### src/rtl/ptsw_pkg.sv
// Shared types and constants of the pan/tilt scan waypoint generator.
package ptsw_pkg;

    localparam int DIV_W = 16;
    localparam int DIV_CNT_W = 4;
    localparam int CFG_IDX_W = 3;
    localparam int CFG_DATA_W = 13;
    localparam logic [11:0] COL_SAT = 12'd4095;

    localparam logic [CFG_IDX_W-1:0] REG_VIEW_WIDTH = 3'd0;
    localparam logic [CFG_IDX_W-1:0] REG_VIEW_HEIGHT = 3'd1;
    localparam logic [CFG_IDX_W-1:0] REG_PAN_LIMIT = 3'd2;
    localparam logic [CFG_IDX_W-1:0] REG_TILT_LOW = 3'd3;
    localparam logic [CFG_IDX_W-1:0] REG_TILT_HIGH = 3'd4;
    localparam logic [CFG_IDX_W-1:0] REG_OVERLAP_MIN = 3'd5;

    typedef enum logic [2:0] {
        SEQ_ROWS,
        SEQ_COLS,
        SEQ_TSTEP,
        SEQ_PSTEP,
        SEQ_READY
    } seq_state_t;

endpackage

### src/rtl/ptsw_div.sv
// Iterative restoring divider, one quotient bit per cycle.
module ptsw_div
(
    input  logic                          clk,
    input  logic                          rst_n,
    input  logic                          start,
    input  logic [ptsw_pkg::DIV_W-1:0]    dividend,
    input  logic [ptsw_pkg::DIV_W-1:0]    divisor,
    output logic                          done,
    output logic [ptsw_pkg::DIV_W-1:0]    quotient
);

    logic                              busy_reg;
    logic                              done_reg;
    logic [ptsw_pkg::DIV_CNT_W-1:0]    cnt_reg;
    logic [ptsw_pkg::DIV_W-1:0]        rem_reg;
    logic [ptsw_pkg::DIV_W-1:0]        quo_reg;
    logic [ptsw_pkg::DIV_W-1:0]        dvs_reg;
    logic [ptsw_pkg::DIV_W:0]          shifted;
    logic [ptsw_pkg::DIV_W:0]          trial;
    logic                              ge;

    assign shifted = {rem_reg, quo_reg[ptsw_pkg::DIV_W-1]};
    assign trial = shifted - {1'b0, dvs_reg};
    assign ge = (shifted >= {1'b0, dvs_reg});

    always_ff @(posedge clk or negedge rst_n)
    begin
        if (!rst_n)
        begin
            busy_reg <= 1'b0;
            done_reg <= 1'b0;
            cnt_reg <= '0;
        end
        else if (start)
        begin
            busy_reg <= 1'b1;
            done_reg <= 1'b0;
            cnt_reg <= '0;
        end
        else
        begin
            done_reg <= 1'b0;
            if (busy_reg)
            begin
                cnt_reg <= cnt_reg + 1'b1;
                if (cnt_reg == {ptsw_pkg::DIV_CNT_W{1'b1}})
                begin
                    busy_reg <= 1'b0;
                    done_reg <= 1'b1;
                end
            end
        end
    end

    always_ff @(posedge clk)
    begin
        if (start)
        begin
            rem_reg <= '0;
            quo_reg <= dividend;
            dvs_reg <= divisor;
        end
        else if (busy_reg)
        begin
            rem_reg <= ge ? trial[ptsw_pkg::DIV_W-1:0] : shifted[ptsw_pkg::DIV_W-1:0];
            quo_reg <= {quo_reg[ptsw_pkg::DIV_W-2:0], ge};
        end
    end

    assign done = done_reg;
    assign quotient = quo_reg;

endmodule

### src/rtl/pan_tilt_scan_waypoint_generator_top.sv
// Top level of the pan/tilt scan waypoint generator.
//
// Input channel: point_index with in_valid/in_stall; an item is taken when
// in_valid is high and in_stall low. Output channel: pan_angle, tilt_angle,
// counts and flags with out_valid/out_stall.
// Configuration: cfg_write, cfg_index, cfg_data; one register per write.
// After reset and after every configuration write a sequencer derives the
// row and column counts and the tilt and pan steps with one shared serial
// divider in four divisions, during which in_stall is high. Configuration
// writes are taken at any time. Once derived, one item is taken per cycle
// while in_stall is low. An accepted item passes through the three register
// stages (side select, row offset multiply, tilt subtract into the output
// register) before out_valid. When the receiver stalls, the output register
// holds its item and the earlier stages keep filling bubbles; in_stall then
// rises only when all three stages are full. Reset clears all valid bits and
// restores the register reset values.
module pan_tilt_scan_waypoint_generator_top
#(
    parameter int MAX_ROWS = 31
)
(
    input  logic                                  clk,
    input  logic                                  rst_n,
    input  logic                                  cfg_write,
    input  logic [ptsw_pkg::CFG_IDX_W-1:0]        cfg_index,
    input  logic [ptsw_pkg::CFG_DATA_W-1:0]       cfg_data,
    input  logic                                  in_valid,
    output logic                                  in_stall,
    input  logic [5:0]                            point_index,
    output logic                                  out_valid,
    input  logic                                  out_stall,
    output logic signed [12:0]                    pan_angle,
    output logic signed [12:0]                    tilt_angle,
    output logic [5:0]                            point_count,
    output logic [4:0]                            row_count,
    output logic [11:0]                           column_count,
    output logic                                  index_ok,
    output logic                                  setup_error,
    output logic                                  count_clipped
);

    logic [11:0]         view_width_reg;
    logic [11:0]         view_height_reg;
    logic [11:0]         pan_limit_reg;
    logic signed [12:0]  tilt_low_reg;
    logic signed [12:0]  tilt_high_reg;
    logic [11:0]         overlap_min_reg;

    always_ff @(posedge clk or negedge rst_n)
    begin
        if (!rst_n)
        begin
            view_width_reg <= 12'd600;
            view_height_reg <= 12'd800;
            pan_limit_reg <= 12'd1280;
            tilt_low_reg <= -13'sd80;
            tilt_high_reg <= 13'sd1520;
            overlap_min_reg <= 12'd80;
        end
        else if (cfg_write)
        begin
            unique case (cfg_index)
                ptsw_pkg::REG_VIEW_WIDTH:  view_width_reg <= cfg_data[11:0];
                ptsw_pkg::REG_VIEW_HEIGHT: view_height_reg <= cfg_data[11:0];
                ptsw_pkg::REG_PAN_LIMIT:   pan_limit_reg <= cfg_data[11:0];
                ptsw_pkg::REG_TILT_LOW:    tilt_low_reg <= $signed(cfg_data);
                ptsw_pkg::REG_TILT_HIGH:   tilt_high_reg <= $signed(cfg_data);
                ptsw_pkg::REG_OVERLAP_MIN: overlap_min_reg <= cfg_data[11:0];
                default: ;
            endcase
        end
    end

    logic signed [15:0] vw_s, vh_s, pl_s, ov_s, tl_s, th_s;
    logic signed [15:0] vw_half, vh_half;
    logic signed [15:0] t_miss, t_gain, p_miss, p_gain;
    logic signed [15:0] t_diff, p_end_full, p_diff;
    logic [15:0]        t_diff_mag, p_diff_mag;

    assign vw_s = $signed({4'b0, view_width_reg});
    assign vh_s = $signed({4'b0, view_height_reg});
    assign pl_s = $signed({4'b0, pan_limit_reg});
    assign ov_s = $signed({4'b0, overlap_min_reg});
    assign tl_s = 16'(tilt_low_reg);
    assign th_s = 16'(tilt_high_reg);
    assign vw_half = $signed({5'b0, view_width_reg[11:1]});
    assign vh_half = $signed({5'b0, view_height_reg[11:1]});
    assign t_miss = th_s - tl_s - vh_s;
    assign t_gain = vh_s - ov_s;
    assign p_miss = pl_s + pl_s - vw_s;
    assign p_gain = vw_s - ov_s;
    assign t_diff = (th_s - vh_half) - (tl_s + vh_half);
    assign p_end_full = pl_s - vw_half;
    assign p_diff = p_end_full + p_end_full;
    assign t_diff_mag = t_diff[15] ? 16'(-t_diff) : 16'(t_diff);
    assign p_diff_mag = p_diff[15] ? 16'(-p_diff) : 16'(p_diff);

    ptsw_pkg::seq_state_t   state_reg, state_next;
    logic                   start_reg, start_next;
    logic                   div_done, done_ok;
    logic [15:0]            quo;
    logic [15:0]            div_dividend, div_divisor;
    logic [4:0]             rows_reg;
    logic [11:0]            cols_reg;
    logic                   t_err_reg, p_err_reg, t_clip_reg, p_clip_reg;
    logic signed [15:0]     t_step_reg, p_step_reg;

    assign done_ok = div_done && !start_reg;

    always_comb
    begin
        state_next = state_reg;
        if (cfg_write)
        begin
            state_next = ptsw_pkg::SEQ_ROWS;
        end
        else if (done_ok)
        begin
            unique case (state_reg)
                ptsw_pkg::SEQ_ROWS:  state_next = ptsw_pkg::SEQ_COLS;
                ptsw_pkg::SEQ_COLS:  state_next = ptsw_pkg::SEQ_TSTEP;
                ptsw_pkg::SEQ_TSTEP: state_next = ptsw_pkg::SEQ_PSTEP;
                ptsw_pkg::SEQ_PSTEP: state_next = ptsw_pkg::SEQ_READY;
                default:             state_next = state_reg;
            endcase
        end
    end

    always_comb
    begin
        start_next = cfg_write || (done_ok && state_reg != ptsw_pkg::SEQ_PSTEP
                                   && state_reg != ptsw_pkg::SEQ_READY);
        div_dividend = '0;
        div_divisor = '0;
        unique case (state_reg)
            ptsw_pkg::SEQ_ROWS:
            begin
                div_dividend = 16'(t_miss + t_gain - 16'sd1);
                div_divisor = 16'(t_gain);
            end
            ptsw_pkg::SEQ_COLS:
            begin
                div_dividend = 16'(p_miss + p_gain - 16'sd1);
                div_divisor = 16'(p_gain);
            end
            ptsw_pkg::SEQ_TSTEP:
            begin
                div_dividend = t_diff_mag;
                div_divisor = {11'b0, rows_reg - 5'd1};
            end
            ptsw_pkg::SEQ_PSTEP:
            begin
                div_dividend = p_diff_mag;
                div_divisor = {4'b0, cols_reg - 12'd1};
            end
            default: ;
        endcase
    end

    always_ff @(posedge clk or negedge rst_n)
    begin
        if (!rst_n)
        begin
            state_reg <= ptsw_pkg::SEQ_ROWS;
            start_reg <= 1'b1;
        end
        else
        begin
            state_reg <= state_next;
            start_reg <= start_next;
        end
    end

    ptsw_div u_div
    (
        .clk      (clk),
        .rst_n    (rst_n),
        .start    (start_reg),
        .dividend (div_dividend),
        .divisor  (div_divisor),
        .done     (div_done),
        .quotient (quo)
    );

    always_ff @(posedge clk or negedge rst_n)
    begin
        if (!rst_n)
        begin
            rows_reg <= 5'd1;
            cols_reg <= 12'd1;
            t_err_reg <= 1'b0;
            p_err_reg <= 1'b0;
            t_clip_reg <= 1'b0;
            p_clip_reg <= 1'b0;
            t_step_reg <= '0;
            p_step_reg <= '0;
        end
        else if (done_ok)
        begin
            case (state_reg)
                ptsw_pkg::SEQ_ROWS:
                begin
                    t_err_reg <= 1'b0;
                    t_clip_reg <= 1'b0;
                    if (t_miss <= 16'sd0)
                    begin
                        rows_reg <= 5'd1;
                    end
                    else if (t_gain <= 16'sd0)
                    begin
                        rows_reg <= 5'd1;
                        t_err_reg <= 1'b1;
                    end
                    else if (quo >= 16'(MAX_ROWS))
                    begin
                        rows_reg <= 5'(MAX_ROWS);
                        t_clip_reg <= 1'b1;
                    end
                    else
                    begin
                        rows_reg <= quo[4:0] + 5'd1;
                    end
                end
                ptsw_pkg::SEQ_COLS:
                begin
                    p_err_reg <= 1'b0;
                    p_clip_reg <= 1'b0;
                    if (p_miss <= 16'sd0)
                    begin
                        cols_reg <= 12'd1;
                    end
                    else if (p_gain <= 16'sd0)
                    begin
                        cols_reg <= 12'd1;
                        p_err_reg <= 1'b1;
                    end
                    else if (quo >= {4'b0, ptsw_pkg::COL_SAT})
                    begin
                        cols_reg <= ptsw_pkg::COL_SAT;
                        p_clip_reg <= 1'b1;
                    end
                    else
                    begin
                        cols_reg <= quo[11:0] + 12'd1;
                    end
                end
                ptsw_pkg::SEQ_TSTEP:
                    t_step_reg <= t_diff[15] ? -$signed(quo) : $signed(quo);
                ptsw_pkg::SEQ_PSTEP:
                begin
                    if (cols_reg == 12'd1)
                    begin
                        p_step_reg <= '0;
                    end
                    else
                    begin
                        p_step_reg <= p_diff[15] ? -$signed(quo) : $signed(quo);
                    end
                end
                default: ;
            endcase
        end
    end

    logic signed [15:0] t_mid, t_start, t_end, p_start, p_end, p_end_short;
    logic [5:0]         npts;
    logic               one_row;

    assign one_row = (rows_reg == 5'd1);
    assign t_mid = (tl_s + th_s) >>> 1;
    assign t_start = one_row ? t_mid : (tl_s + vh_half);
    assign t_end = th_s - vh_half;
    assign p_end = (cols_reg == 12'd1) ? 16'sd0 : p_end_full;
    assign p_start = -p_end;
    assign p_end_short = p_end - p_step_reg;
    assign npts = one_row ? 6'd2 : ({rows_reg, 1'b0} + 6'd1);

    logic en1, en2, en3;
    logic v1_reg, v2_reg, v3_reg;

    assign en3 = !v3_reg || !out_stall;
    assign en2 = !v2_reg || en3;
    assign en1 = !v1_reg || en2;
    assign in_stall = (state_reg != ptsw_pkg::SEQ_READY) || !en1;

    logic [4:0]         r_in;
    logic               close_in;
    logic signed [15:0] side_a, side_b, pan_in;

    assign r_in = point_index[5:1];
    assign close_in = (point_index >= {rows_reg, 1'b0});
    assign side_a = p_start;
    assign side_b = (r_in >= 5'd2) ? p_end_short : p_end;

    always_comb
    begin
        if (close_in)
        begin
            pan_in = rows_reg[0] ? p_end : p_start;
        end
        else
        begin
            pan_in = (r_in[0] ^ point_index[0]) ? side_b : side_a;
        end
    end

    logic signed [12:0] s1_pan_reg, s2_pan_reg;
    logic [4:0]         s1_r_reg;
    logic               s1_ok_reg, s1_close_reg;
    logic signed [21:0] s2_prod_reg;
    logic               s2_ok_reg, s2_first_reg;
    logic signed [22:0] tilt_full;

    assign tilt_full = 23'(t_end) - 23'(s2_prod_reg);

    always_ff @(posedge clk or negedge rst_n)
    begin
        if (!rst_n)
        begin
            v1_reg <= 1'b0;
            v2_reg <= 1'b0;
            v3_reg <= 1'b0;
        end
        else
        begin
            if (en1)
            begin
                v1_reg <= in_valid && !in_stall;
            end
            if (en2)
            begin
                v2_reg <= v1_reg;
            end
            if (en3)
            begin
                v3_reg <= v2_reg;
            end
        end
    end

    always_ff @(posedge clk)
    begin
        if (en1)
        begin
            s1_pan_reg <= pan_in[12:0];
            s1_r_reg <= r_in;
            s1_ok_reg <= (point_index < npts);
            s1_close_reg <= close_in;
        end
        if (en2)
        begin
            s2_prod_reg <= 22'($signed({1'b0, s1_r_reg} - 6'd1) * t_step_reg);
            s2_pan_reg <= s1_pan_reg;
            s2_ok_reg <= s1_ok_reg;
            s2_first_reg <= (s1_r_reg == 5'd0) || s1_close_reg;
        end
        if (en3)
        begin
            pan_angle <= s2_ok_reg ? s2_pan_reg : 13'sd0;
            tilt_angle <= !s2_ok_reg ? 13'sd0
                        : (s2_first_reg ? t_start[12:0] : tilt_full[12:0]);
            index_ok <= s2_ok_reg;
            point_count <= npts;
            row_count <= rows_reg;
            column_count <= cols_reg;
            setup_error <= t_err_reg || p_err_reg;
            count_clipped <= t_clip_reg || p_clip_reg;
        end
    end

    assign out_valid = v3_reg;

`ifndef ASSERT_OFF
    assert property (@(posedge clk) disable iff (!rst_n)
        out_valid && !index_ok |-> pan_angle == 13'sd0 && tilt_angle == 13'sd0)
        else $error("invalid index item carries a non-zero angle");

    assert property (@(posedge clk) disable iff (!rst_n)
        out_valid |-> (row_count == 5'd1 && point_count == 6'd2)
                   || (row_count != 5'd1 && point_count == {row_count, 1'b0} + 6'd1))
        else $error("point count disagrees with row count");

    assert property (@(posedge clk) disable iff (!rst_n)
        cfg_write |=> in_stall)
        else $error("item accepted before derivation restarted");
`endif

endmodule
### config.mk
export PLATFORM = sky130hd
export DESIGN_NAME = pan_tilt_scan_waypoint_generator_top
export DESIGN_NICKNAME = d
export VERILOG_FILES = /design/src/rtl/ptsw_pkg.sv /design/src/rtl/ptsw_div.sv /design/src/rtl/pan_tilt_scan_waypoint_generator_top.sv
export SDC_FILE = /design/constraint.sdc
export NUM_CORES = 1
export LEC_CHECK = 0
export BUFFER_PORTS_ARGS = -buffer_cell sky130_fd_sc_hd__buf_2
export CORE_ASPECT_RATIO = 0.9
export CORE_MARGIN = 5
export CORE_UTILIZATION = 35
export DETAILED_ROUTE_END_ITERATION = 6
export SYNTH_ARGS = -nofsm -noshare
export SYNTH_HDL_FRONTEND = slang
export SYNTH_HIERARCHICAL = 1
export SYNTH_SLANG_ARGS = --single-unit
### constraint.sdc
create_clock -name clk -period 7.7 [get_ports clk]
set_input_delay 0.385 -clock clk [delete_from_list [all_inputs] [get_ports clk]]
set_output_delay 0.385 -clock clk [all_outputs]
set_load 0.01 [all_outputs]
==> metrics.md, run 1 <==
| Metric | Value |
|---|---|
| Synthesized area per cell | `9.16 um2` |
| Commonest cells in the netlist | `sky130_fd_sc_hd__inv_1, sky130_fd_sc_hd__ha_1, sky130_fd_sc_hd__nand2_1` |
| Detailed-placement wirelength estimate | `approximately 56 mm` |
| Critical-path cell with the highest stage delay | `sky130_fd_sc_hd__a31oi_1` |
| Crit Path Class | `reg2reg` |
| Hold violation count in the final report | `0` |
| Via count of the routed design | `~20k` |
| Cell occurring most often along the worst timing path | `sky130_fd_sc_hd__o21ai_0` |
| Routability Congestion | `~0.94` |
| Met2 routing resource usage after global routing | `roughly 27%` |
| Post-Synth Adder-Cell Area | `around 17%` |
| Width of the die | `approximately 290 um` |
| Reg2reg end | `u_div/quotient[14]$_DFFE_PP_` |
| Post-synthesis share of cell area spent on xor and xnor gates | `under 10%` |
| Fraction of the yosys area taken by sequential cells | `31.6%` |
| Crit path capture | `u_div/quotient[14]$_DFFE_PP_` |
| Global-route track usage on met3 | `3.72%` |
| CP Launch Type | `flop` |
| Area grow syn2layout | `10.2%` |
| Final number of max-transition violations | `0` |
| Fillers | `6,906` |
| Flip-flop cell with the highest count after synthesis | `sky130_fd_sc_hd__edfxtp_1` |
| Synthesized instance count | `between 2k and 3k` |
| CTS Buf Count | `34` |
| Most frequent cell after synthesis | `sky130_fd_sc_hd__inv_1` |
| Via count of the first global-routing pass | `roughly 18k` |
| Maximum level of the CTS H-tree | `2` |
| Launch point of the worst reg-to-reg path | `view_height_reg[1]$_DFFE_PN0P_` |
| Ranking of synthesized cells by area | `sky130_fd_sc_hd__edfxtp_1, sky130_fd_sc_hd__ha_1, sky130_fd_sc_hd__dfrtp_1, sky130_fd_sc_hd__xnor2_1, sky130_fd_sc_hd__fa_1` |
| Final net count | `a little over 3k` |
| Sum Neg Setup Slack | `0 ns` |
| Worst reg2reg path depth | `19` |
| Post-synthesis instance area | `roughly 24,000 um2` |
| First-pass GRT wire length | `about 110 mm` |
| Cell family contributing the most delay on the critical path | `compound AO/OA/AOI/OAI gates` |
| Area leader, netlist | `sky130_fd_sc_hd__edfxtp_1` |
| Clock sink count | `282` |
| Series of cell instances along the critical path | `ha_1 > fa_1 > a21o_1 > a21oi_1 > o21ai_0 > o41ai_1 > o21ai_0 > xnor2_1 > ha_1 > o21ai_0 > nor2_1 > and3_1 > nor3_1 > nand2b_1 > a31oi_1 > nor3_1 > a32oi_1 > o21ai_0 > mux2_2` |
| Number of buffers added on ports | `80` |
| Clock slew at reported path FFs | `0.06 ns` |
| Antenna violations before repair | `0` |
| Gr usage total | `a little under a fifth` |
| Total setup buffers inserted after CTS | `0` |
| Congestion Overflow GR | `0` |
| Utilization after layout | `39.0%` |
| Worst Setup Slack, final | `1.53 ns` |
| Delay of the slowest cell on the worst path | `~0.96 ns` |
| Largest fanout on the critical path | `13` |
| Largest net degree at the start of global routing | `about 70` |
| Share of the clock period used by the worst path after layout | `between 80% and 90%` |
| Post-Synthesis Net Count | `~3k` |
| Count of pins on the block boundary | `a little over 80` |
| Outcome | `completed` |
| Post-cts hold buffer count | `1` |
| Max Cap Violations | `0` |
| Least-Margin Pin Slew | `1.20 ns` |
| Die height | `about 260 um` |
| Final Setup Violations | `0` |
| Mux share of post-synthesis cell area | `3.63%` |
| Critical Path Start | `view_height_reg[1]$_DFFE_PN0P_` |
| Path class of the lowest-slack min-delay path | `in2reg` |
| Main combinational cell family by area after synthesis | `compound AO/OA/AOI/OAI gates` |
| Slack of the worst reg-to-reg path | `between 1.5 and 2 ns` |
| TritonCTS clock tree | `yes` |
| Routed Wire Length | `slightly above 70 mm` |
| Met1 GRT Util | `27.7%` |
| Finished Layout Cells | `between 3k and 4k` |
| Cell count along the critical path | `19` |
| Standard cell core area | `68,700 um2` |
| Minimum period implied by the final worst setup slack | `between 6 and 7 ns` |
| Die outline area | `74,700 um2` |
| Number of gates given a new drive strength after cts | `0` |
| # DRC | `0` |
| Max Clock Skew | `approximately 0.031 ns` |
| Share of synthesized cell area in and, or, nand and nor gates | `approximately 16%` |
| Antenna diode count | `0` |
| Max Buffers Root-to-Sink | `3` |
| Fmax | `~160 MHz` |
| CP Data Required Time | `about 8 ns` |
| Number of enable flip-flop cells after synthesis | `about 130` |
| Detailed-router iteration count before antenna repair | `6` |
| Buf+Inv Stages, Crit Path | `0` |
| Area fraction of the dominant cell type after synthesis | `16.3%` |
| Yosys reg bits | `roughly 280` |
| Number of distinct library cells after synthesis | `117` |
| Setup WS pre-CTS | `between 1.5 and 2 ns` |
| Critical Path AT | `6.47 ns` |
| Clock latency at the later pin of the worst-skew pair | `about 0.57 ns` |
| Fraction of layout instances using a drive strength above 1 | `between 10% and 20%` |
| Highest-utilization routing layer at the global route stage | `met1` |
| Async SR Flop Fraction | `~48%` |
| Post-detailed-route wirelength per cell | `~19 um` |
| Max-slew headroom at the worst pin | `about a fifth` |
| Unrepaired setup endpoints after global routing | `false` |
| Drt first-iter violations | `1,632` |
| Initial core utilization | `35.3%` |
| Placed Cells incl. Taps | `between 3k and 4k` |
| Fraction of the mapped netlist area in compound gates | `~18%` |
| FP Rows | `91` |
| Type of destination of the critical path | `flop` |
| Buffer cell driving the clock tree root | `sky130_fd_sc_hd__clkbuf_16` |
| Vias per cell | `between 5 and 6` |
| DRT antenna net count | `0` |
| Yosys warnings | `6` |
## layout make-up
type | instances | area (um2) | share of cell area, %
Tap cell | 930 | 1160 | 4.35
Sequential cell | 282 | 7670 | 28.7
Multi-Input combinational cell | 2012 | 15200 | 56.7
Clock inverter | 17 | 210 | 0.786
Timing Repair Buffer | 99 | 552 | 2.06
Clock buffer | 45 | 953 | 3.56
Inverter | 271 | 1020 | 3.80
## cell usage in the layout, fill, tap and decap left out, types with 24 or more instances in the layout
cell type / count
sky130_fd_sc_hd__a211oi_1: 24
sky130_fd_sc_hd__a21o_1: 38
sky130_fd_sc_hd__a21oi_1: 142
sky130_fd_sc_hd__and2_1: 31
sky130_fd_sc_hd__and3_1: 25
sky130_fd_sc_hd__buf_2: 79
sky130_fd_sc_hd__clkbuf_16: 35
sky130_fd_sc_hd__dfrtp_1: 106
sky130_fd_sc_hd__dfstp_2: 28
sky130_fd_sc_hd__edfxtp_1: 132
sky130_fd_sc_hd__fa_1: 59
sky130_fd_sc_hd__ha_1: 239
sky130_fd_sc_hd__inv_1: 266
sky130_fd_sc_hd__mux2_2: 65
sky130_fd_sc_hd__nand2_1: 224
sky130_fd_sc_hd__nand2b_1: 34
sky130_fd_sc_hd__nand3_1: 45
sky130_fd_sc_hd__nor2_1: 184
sky130_fd_sc_hd__nor2b_1: 45
sky130_fd_sc_hd__nor3_1: 66
sky130_fd_sc_hd__o21a_1: 28
sky130_fd_sc_hd__o21ai_0: 145
sky130_fd_sc_hd__xnor2_1: 146
sky130_fd_sc_hd__xor2_1: 77
## routing by layer
metal,share of wire [%],vias up
met2,42,622
met5,0,-
li1,-,9501
met1,48,9420
met4,2.2,0
met3,7.4,98
## stage by stage
step | hold slack [ns] | instance area [um2]
finish | 0.0772 | 26700
global route | 0.0607 | 26700
CTS | 0.0506 | 26700
detailed placement | 0.405 | 25600
global placement | 0.402 | 25600
floorplan | 0.0894 | 24300
## how the worst min path moves through the flow
stage / startpoint / end / slack (ns) / depth (start not counted)
final: cfg_data[12] / tilt_low_reg[12]$_DFFE_PN1P_ / 0.08 / 2
after CTS: point_index[2] / s1_r_reg[1]$_DFFE_PN_ / 0.05 / 1
after detailed placement: s1_pan_reg[1]$_DFFE_PN_ / s2_pan_reg[1]$_DFFE_PP_ / 0.40 / 0
after global placement: s1_pan_reg[7]$_DFFE_PN_ / s2_pan_reg[7]$_DFFE_PP_ / 0.40 / 0
after floorplan: rst_n / cols_reg[10]$_DFFE_PN0P_ / 0.09 / 0
after global routing: point_index[5] / s1_r_reg[4]$_DFFE_PN_ / 0.06 / 1
## cells by family (layout without fill, tap and decap cells)
family	Yosys count	count (layout)
compound gates	640	640
xor+xnor	226	226
fa+ha+maj	298	298
buf+inv	354	432
flops	282	282
mux	80	80
simple gates	768	768
Power of run 1 is left out: the tool's default activity adds up to more than one toggle a clock period on the data nets, which glitch-free logic cannot reach.
==> run 2, diff against run 1 <==
ABC_AREA = 1   (was not set)
clock period = 6.02 ns   (was 7.7 ns; I/O delays follow)
==> metrics.md, run 2 <==
| Metric | Value |
|---|---|
| Outcome | `completed` |
| Leakage Power | `around 14 nW` |
| Post-detailed-route wirelength per cell | `17.3 um` |
| Clock latency at the later pin of the worst-skew pair | `between 0.5 and 0.6 ns` |
| Initial core utilization | `35.2%` |
| Final net count | `3,999` |
| Internal power | `between 8 and 9 mW` |
| Area fraction of the dominant cell type after synthesis | `15.4%` |
| Critical Path Start | `s1_r_reg[0]$_DFFE_PN_` |
| First-pass GRT wire length | `around 130 mm` |
| Max Clock Skew | `between 0.02 and 0.025 ns` |
| Type of destination of the critical path | `flop` |
| Sequential power share | `roughly 16%` |
| Most frequent cells in the layout | `sky130_fd_sc_hd__nand2_1, sky130_fd_sc_hd__inv_1, sky130_fd_sc_hd__nand3_1, sky130_fd_sc_hd__nor2_1, sky130_fd_sc_hd__ha_1` |
| Startpoint of the lowest-slack hold path | `cfg_write` |
| Fraction of layout instances using a drive strength above 1 | `a little under 7%` |
| Combinational cell fraction of total power | `just over 70%` |
| Drt first-iter violations | `approximately 2.3k` |
| Finished Layout Cells | `between 4k and 5k` |
| Hold violation count in the final report | `0` |
| Fmax | `about 190 MHz` |
| Post-cts hold buffer count | `8` |
| Width of the die | `296 um` |
| Max Buffers Root-to-Sink | `3` |
| Main combinational cell family by area after synthesis | `simple AND/OR/NAND/NOR gates` |
| Routed Wire Length | `about 81 mm` |
| Yosys warnings | `6` |
| Least-Margin Pin Slew | `between 1 and 1.5 ns` |
| Post-Synthesis Net Count | `about 3.9k` |
| Worst Setup Slack, final | `roughly 0.75 ns` |
| Detailed-placement wirelength estimate | `around 65 mm` |
| Post-Synth Adder-Cell Area | `16.2%` |
| Total setup buffers inserted after CTS | `0` |
| Instance area at placement | `between 20,000 and 30,000 um2` |
| Mux share of post-synthesis cell area | `less than 1%` |
| Clock slew at reported path FFs | `about 0.07 ns` |
| Ranking of synthesized cells by area | `sky130_fd_sc_hd__edfxtp_1, sky130_fd_sc_hd__nand2_1, sky130_fd_sc_hd__ha_1, sky130_fd_sc_hd__dfrtp_1, sky130_fd_sc_hd__inv_1` |
| Largest net degree at the start of global routing | `between 70 and 80` |
| Buffer cell driving the clock tree root | `sky130_fd_sc_hd__clkbuf_16` |
| Final std cell area, no fill | `around 28,000 um2` |
| Power density cells | `~620 nW/um2` |
| FP Rows | `94` |
| # DRC | `0` |
| Utilization after layout | `~39%` |
| Path class of the lowest-slack min-delay path | `in2reg` |
| Maximum level of the CTS H-tree | `2` |
| Max Cap Violations | `0` |
| Commonest non-fill, non-tap cell in the layout | `sky130_fd_sc_hd__nand2_1` |
| Launch point of the worst reg-to-reg path | `s1_r_reg[0]$_DFFE_PN_` |
| Share of synthesized cell area in and, or, nand and nor gates | `between 20% and 30%` |
| Number of distinct library cells after synthesis | `67` |
| CP Launch Type | `flop` |
| Number of gates given a new drive strength after cts | `0` |
| Switching portion of total power | `roughly 54%` |
| Antenna diode count | `0` |
| Critical Path AT | `about 5.6 ns` |
| Area leader, netlist | `sky130_fd_sc_hd__edfxtp_1` |
| CTS Buf Count | `36` |
| Standard cell core area | `73,000 um2` |
| Cell occurring most often along the worst timing path | `sky130_fd_sc_hd__fa_1` |
| Count of pins on the block boundary | `just over 80` |
| TritonCTS clock tree | `yes` |
| Crit Path Class | `reg2reg` |
| Via count of the first global-routing pass | `between 20k and 25k` |
| Yosys reg bits | `roughly 280` |
| VDD IR max | `slightly above 0.4 mV` |
| Fraction of the mapped netlist area in compound gates | `approximately an eighth` |
| Die outline area | `79,100 um2` |
| Slack of the worst reg-to-reg path | `approximately 0.75 ns` |
| Async SR Flop Fraction | `a little under half` |
| Unrepaired setup endpoints after global routing | `false` |
| Synthesized area per cell | `7.15 um2` |
| Placed Cells incl. Taps | `around 4.6k` |
| Series of cell instances along the critical path | `inv_1 > buf_4 > ha_1 > xnor2_1 > inv_1 > nand2_1 > fa_1 > fa_1 > fa_1 > fa_1 > inv_1 > fa_1 > nand3_1 > nand3_1 > a21oi_1 > nor2_1 > nor2_1 > o21ai_0 > a21oi_1 > inv_1 > nand2_1 > nand2_1` |
| DRT antenna net count | `0` |
| CP Data Required Time | `~6.4 ns` |
| Gr usage total | `20.2%` |
| Fraction of the yosys area taken by sequential cells | `between 20 and 30%` |
| Area grow syn2layout | `10.3%` |
| Clock sink count | `282` |
| Congestion Overflow GR | `0` |
| Share of the clock period used by the worst path after layout | `87.5%` |
| Most frequent cell after synthesis | `sky130_fd_sc_hd__nand2_1` |
| Commonest cells in the netlist | `sky130_fd_sc_hd__nand2_1, sky130_fd_sc_hd__inv_1, sky130_fd_sc_hd__nand3_1` |
| Delay of the slowest cell on the worst path | `between 0.5 and 0.6 ns` |
| Routability Congestion | `around 0.95` |
| Number of buffers added on ports | `80` |
| Synthesized instance count | `between 3k and 4k` |
| Antenna violations before repair | `4` |
| Critical-path cell with the highest stage delay | `sky130_fd_sc_hd__fa_1` |
| Post-synthesis share of cell area spent on xor and xnor gates | `under 10%` |
| Vias per cell | `between 5 and 6` |
| Post-synthesis instance area | `25,700 um2` |
| Final number of max-transition violations | `0` |
| Largest fanout on the critical path | `11` |
| Setup WS pre-CTS | `around 0.74 ns` |
| Flip-flop cell with the highest count after synthesis | `sky130_fd_sc_hd__edfxtp_1` |
| Minimum period implied by the final worst setup slack | `roughly 5.3 ns` |
| Die height | `267 um` |
| Max-slew headroom at the worst pin | `between 20 and 30%` |
| Final Setup Violations | `0` |
| Sum Neg Setup Slack | `0 ns` |
| Switching power | `9.48 mW` |
| Clock share of power | `about an eighth` |
| Via count of the routed design | `between 20k and 25k` |
| Number of enable flip-flop cells after synthesis | `132` |
| Detailed-router iteration count before antenna repair | `6` |
-- run 2: cell types whose count changed after synthesis, sizes merged, moves of 45 or more --
cell	before	now
nand2	228	976
inv	266	628
nand3	47	273
xnor2	148	38
o21ai	164	256
nor2	185	256
mux2	65	0
nor2b	45	0
-- run 2: logic make-up after synthesis --
group,after synthesis
flip-flops,282
multiplexers,1
AO/OA/AOI/OAI,550
adder cells (fa/ha/maj),298
buffers and inverters,694
XOR/XNOR,112
AND/OR/NAND/NOR,1663
-- run 2: cell type report --
type                            instances  area, um2
Clock inverter                         21        213
Inverter                              630       2360
Multi-Input combinational cell       2624      15400
Sequential cell                       282       7670
Clock buffer                           45        975
Fill cell                            7671      44700
Tap cell                              960       1200
Timing Repair Buffer                  100        577
-- run 2: per-layer routing --
metal | wire, um | GRT usage, % | part of all wire (%)
met3 | 5870 | 3.37 | 7.3
met4 | 1800 | 4.57 | 2.2
met1 | 38200 | 29.7 | 47
met2 | 34900 | 31.3 | 43
met5 | 0 | 0 | 0
-- run 2: stage by stage --
step                      hold WS, ns  power (mW)
after floorplan               0.00541        12.1
after global placement          0.349        15.1
after detailed placement        0.343        15.2
after CTS                      0.0360        17.5
after global routing           0.0441        19.4
final                          0.0843        17.6
-- run 2: final timing paths --
path,cells past startpoint,to
worst max-delay path,22,s2_prod_reg[12]$_DFFE_PP_
worst min-delay path,2,state_reg[2]$_DFFE_PN0P_
worst max register to register,22,s2_prod_reg[12]$_DFFE_PP_
worst min register to register,0,s2_pan_reg[9]$_DFFE_PP_
max in group asynchronous,3,tilt_high_reg[12]$_DFFE_PN0P_
min in group asynchronous,2,pan_limit_reg[11]$_DFFE_PN0P_
-- run 2: power groups by stage --
stage	logic (mW)	clock network (mW)	registers, mW
floorplan	9.36	0	2.76
global placement	12.2	0	2.91
detailed placement	12.2	0	2.92
CTS	12.3	2.25	2.89
global route	14.2	2.33	2.93
finish	12.5	2.20	2.89
-- run 2: critical path, delay by kind of cell (launching register included) --
| kind | cells | cell delay [ns] |
|---|---|---|
| AOI/OAI and AO/OA | 3 | 0.41 |
| xor gates and xnor gates | 1 | 0.36 |
| adders and majority gates | 6 | 2.60 |
| buffers and inverters | 5 | 0.59 |
| DFF | 1 | 0.44 |
| and+or+nand+nor | 7 | 0.62 |
No activity file was read; power rests on OpenSTA's default activity.
==> run 3, diff against run 2 <==
CTS_CLUSTER_DIAMETER = 30   (was not set)
SKIP_LAST_GASP = 1   (was not set)
SYNTH_HIERARCHICAL = not set   (was 1)
==> metrics.md, run 3 <==
| Metric | Value |
|---|---|
| Outcome | `completed` |
| Synthesized area per cell | `7.47 um2` |
| Number of instances on the worst hold path | `3` |
| Number of enable flip-flop cells after synthesis | `around 130` |
| Slack of the worst reg-to-reg path | `0.92 ns` |
| Standard cell core area | `between 70,000 and 80,000 um2` |
| Unrepaired setup endpoints after global routing | `false` |
| Largest net degree at the start of global routing | `69` |
| Clock latency at the later pin of the worst-skew pair | `0.61 ns` |
| Count of pins on the block boundary | `81` |
| Largest fanout on the critical path | `11` |
| Worst reg2reg path depth | `22` |
| Ranking of synthesized cells by area | `sky130_fd_sc_hd__edfxtp_1, sky130_fd_sc_hd__ha_1, sky130_fd_sc_hd__nand2_1, sky130_fd_sc_hd__dfrtp_1, sky130_fd_sc_hd__inv_1` |
| Die height | `about 260 um` |
| Max Buffers Root-to-Sink | `3` |
| Antenna diode count | `0` |
| Yosys reg bits | `~280` |
| Area leader, netlist | `sky130_fd_sc_hd__edfxtp_1` |
| Post-synthesis instance area | `around 25,000 um2` |
| Routed Wire Length | `approximately 78 mm` |
| First-pass GRT wire length | `122 mm` |
| Commonest cells in the netlist | `sky130_fd_sc_hd__nand2_1, sky130_fd_sc_hd__inv_1, sky130_fd_sc_hd__o21ai_0` |
| Finished Layout Cells | `approximately 4.5k` |
| Routability Congestion | `0.965` |
| Minimum period implied by the final worst setup slack | `5.10 ns` |
| Hold violation count in the final report | `0` |
| CTS Buf Count | `75` |
| Area fraction of the dominant cell type after synthesis | `between 10% and 20%` |
| Final number of max-transition violations | `0` |
| Path class of the lowest-slack min-delay path | `in2reg` |
| Fraction of the yosys area taken by sequential cells | `approximately 30%` |
| Endpoint with the worst hold slack | `view_width_reg[2]$_DFFE_PN0P_` |
| Post-detailed-route wirelength per cell | `~17 um` |
| Max Cap Violations | `0` |
| CP Launch Type | `flop` |
| Fraction of layout instances using a drive strength above 1 | `10.5%` |
| Maximum level of the CTS H-tree | `3` |
| Clock slew at reported path FFs | `about 0.04 ns` |
| Buffer cell driving the clock tree root | `sky130_fd_sc_hd__clkbuf_16` |
| Placed Cells incl. Taps | `4,319` |
| Startpoint of the lowest-slack hold path | `cfg_data[2]` |
| Antenna violations before repair | `0` |
| Post-Synthesis Net Count | `between 3k and 4k` |
| Max-slew headroom at the worst pin | `between 20% and 30%` |
| Die outline area | `roughly 77,000 um2` |
| Reg2reg end | `s2_prod_reg[11]$_DFFE_PP_` |
| Type of destination of the critical path | `flop` |
| Commonest non-fill, non-tap cell in the layout | `sky130_fd_sc_hd__nand2_1` |
| Area grow syn2layout | `16.2%` |
| Via count of the first global-routing pass | `21.5k` |
| Async SR Flop Fraction | `roughly half` |
| Fmax | `between 150 and 200 MHz` |
| Congestion Overflow GR | `0` |
| Final net count | `3,783` |
| Flip-flop cell with the highest count after synthesis | `sky130_fd_sc_hd__edfxtp_1` |
| DRT antenna net count | `0` |
| Vias per cell | `just over 5` |
| Crit Path Class | `reg2reg` |
| Initial core utilization | `about a third` |
| TritonCTS clock tree | `yes` |
| Fillers | `around 7.4k` |
| Synthesized instance count | `3,342` |
| Critical Path AT | `approximately 5.4 ns` |
| Detailed-router iteration count before antenna repair | `5` |
| Share of the clock period used by the worst path after layout | `84.6%` |
| # DRC | `0` |
| Gr usage total | `about a fifth` |
| Clock sink count | `approximately 280` |
| Detailed-placement wirelength estimate | `between 60 and 70 mm` |
| Least-Margin Pin Slew | `between 1 and 1.5 ns` |
| Via count of the routed design | `approximately 23k` |
| Number of distinct library cells after synthesis | `between 70 and 80` |
| Most frequent cell after synthesis | `sky130_fd_sc_hd__nand2_1` |
| Max Clock Skew | `0.0290 ns` |
| Sum Neg Setup Slack | `0 ns` |
| Launch point of the worst reg-to-reg path | `s1_r_reg[0]$_DFFE_PN_` |
| FP Rows | `slightly above 90` |
| Final Setup Violations | `0` |
| Width of the die | `roughly 290 um` |
| Number of buffers added on ports | `80` |
| Yosys warnings | `0` |
| Most frequent cells in the layout | `sky130_fd_sc_hd__nand2_1, sky130_fd_sc_hd__inv_1, sky130_fd_sc_hd__o21ai_0, sky130_fd_sc_hd__nand3_1, sky130_fd_sc_hd__ha_1` |
| CP Data Required Time | `around 6.4 ns` |
| Drt first-iter violations | `1,830` |
==> run 3: cell types whose count changed in the layout (fill, tap and decap cells not counted), sizes merged, moves of 9 or more <==
cell	previous run	this run
xnor2	38	49
a21oi	183	202
nand2	976	788
nand3b	28	19
or2	16	25
nor2	256	219
nand3	273	253
o21ai	256	284
clkbuf	45	94
nand4	57	30
o22ai	11	25
clkinv	14	28
inv	634	563
==> run 3: layout make-up <==
type | instances | area, um2 | area share, %
inverters | 560 | 2100 | 7.25
clock inverters | 45 | 528 | 1.82
clock buffers | 94 | 2080 | 7.17
flip-flops and latches | 279 | 7580 | 26.1
repair buffers | 100 | 579 | 2.00
well taps | 950 | 1190 | 4.10
multi-input cells | 2439 | 15000 | 51.5
==> run 3: metal layers <==
metal	routed length (um)	share of wire [%]	vias to the layer above	global-route usage, %
met1	37800	48	10500	28.9
met2	33300	43	694	30.5
met4	2240	2.9	0	5.65
met5	0	0	-	0
li1	-	-	11300	-
met3	4630	5.9	126	3.28
==> run 3: how the worst max path moves through the flow <==
stage                             endpoint  depth (start not counted)                      startpoint  slack (ns)
6_report         s2_prod_reg[11]$_DFFE_PP_                         22           s1_r_reg[0]$_DFFE_PN_        0.92
5_1_grt        u_div.quotient[9]$_DFFE_PP_                         25  view_height_reg[1]$_DFFE_PN0P_        0.48
4_1_cts          s2_prod_reg[12]$_DFFE_PP_                         21           s1_r_reg[0]$_DFFE_PN_        0.91
3_5_place_dp     s2_prod_reg[11]$_DFFE_PP_                         22           s1_r_reg[0]$_DFFE_PN_        0.92
3_3_place_gp     s2_prod_reg[11]$_DFFE_PP_                         22           s1_r_reg[0]$_DFFE_PN_        0.95
2_1_floorplan    s2_prod_reg[11]$_DFFE_PP_                         23           s1_r_reg[0]$_DFFE_PN_        1.29
==> run 3: critical path: stages, from the launching register on <==
cell and delay [ns]:
sky130_fd_sc_hd__edfxtp_1 0.47, sky130_fd_sc_hd__inv_2 0.24, sky130_fd_sc_hd__ha_1 0.24, sky130_fd_sc_hd__nand3_1 0.12, sky130_fd_sc_hd__nand2_1 0.07, sky130_fd_sc_hd__nand2_1 0.07, sky130_fd_sc_hd__inv_1 0.19, sky130_fd_sc_hd__nand2_1 0.11
sky130_fd_sc_hd__fa_1 0.50, sky130_fd_sc_hd__fa_1 0.53, sky130_fd_sc_hd__fa_1 0.51, sky130_fd_sc_hd__fa_1 0.52, sky130_fd_sc_hd__inv_1 0.07, sky130_fd_sc_hd__ha_1 0.29, sky130_fd_sc_hd__nand3_1 0.08, sky130_fd_sc_hd__nand2_1 0.08
sky130_fd_sc_hd__a21oi_1 0.13, sky130_fd_sc_hd__inv_1 0.05, sky130_fd_sc_hd__a21oi_1 0.19, sky130_fd_sc_hd__nor2_1 0.06, sky130_fd_sc_hd__o21ai_0 0.14, sky130_fd_sc_hd__nand2_1 0.08, sky130_fd_sc_hd__xor2_1 0.14
==> run 3: timing repair <==
item | in CTS | in global routing
endpoints found under the hold margin | 70 | 0
gates resized for setup | 0 | 0
buffers inserted | 0 | 0
hold buffers | 9 | 0
setup endpoints to repair | 0 | 0
==> run 3: cells by family after synthesis <==
logic type / count (synthesis) / share of synthesized area (%)
AOI/OAI and AO/OA: 617 / 13.9
and+or+nand+nor: 1396 / 24.6
xor gates and xnor gates: 125 / 4.50
adders and majority gates: 301 / 16.8
DFF: 279 / 30.4
buffers and inverters: 624 / 9.78
==> run 3: metrics by stage <==
| stage | setup slack [ns] | area, um2 | utilization, % | hold slack, ns |
|---|---|---|---|---|
| floorplan | 1.29 | 25000 | - | 0.00541 |
| finish | 0.925 | 29000 | 40.8 | 0.133 |
| global placement | 0.950 | 26300 | 37.0 | 0.364 |
| global route | 0.475 | 29000 | 40.8 | 0.145 |
| CTS | 0.913 | 29000 | 40.8 | 0.109 |
| detailed placement | 0.922 | 26300 | 37.0 | 0.363 |
Power of run 3 is left out for the same reason.
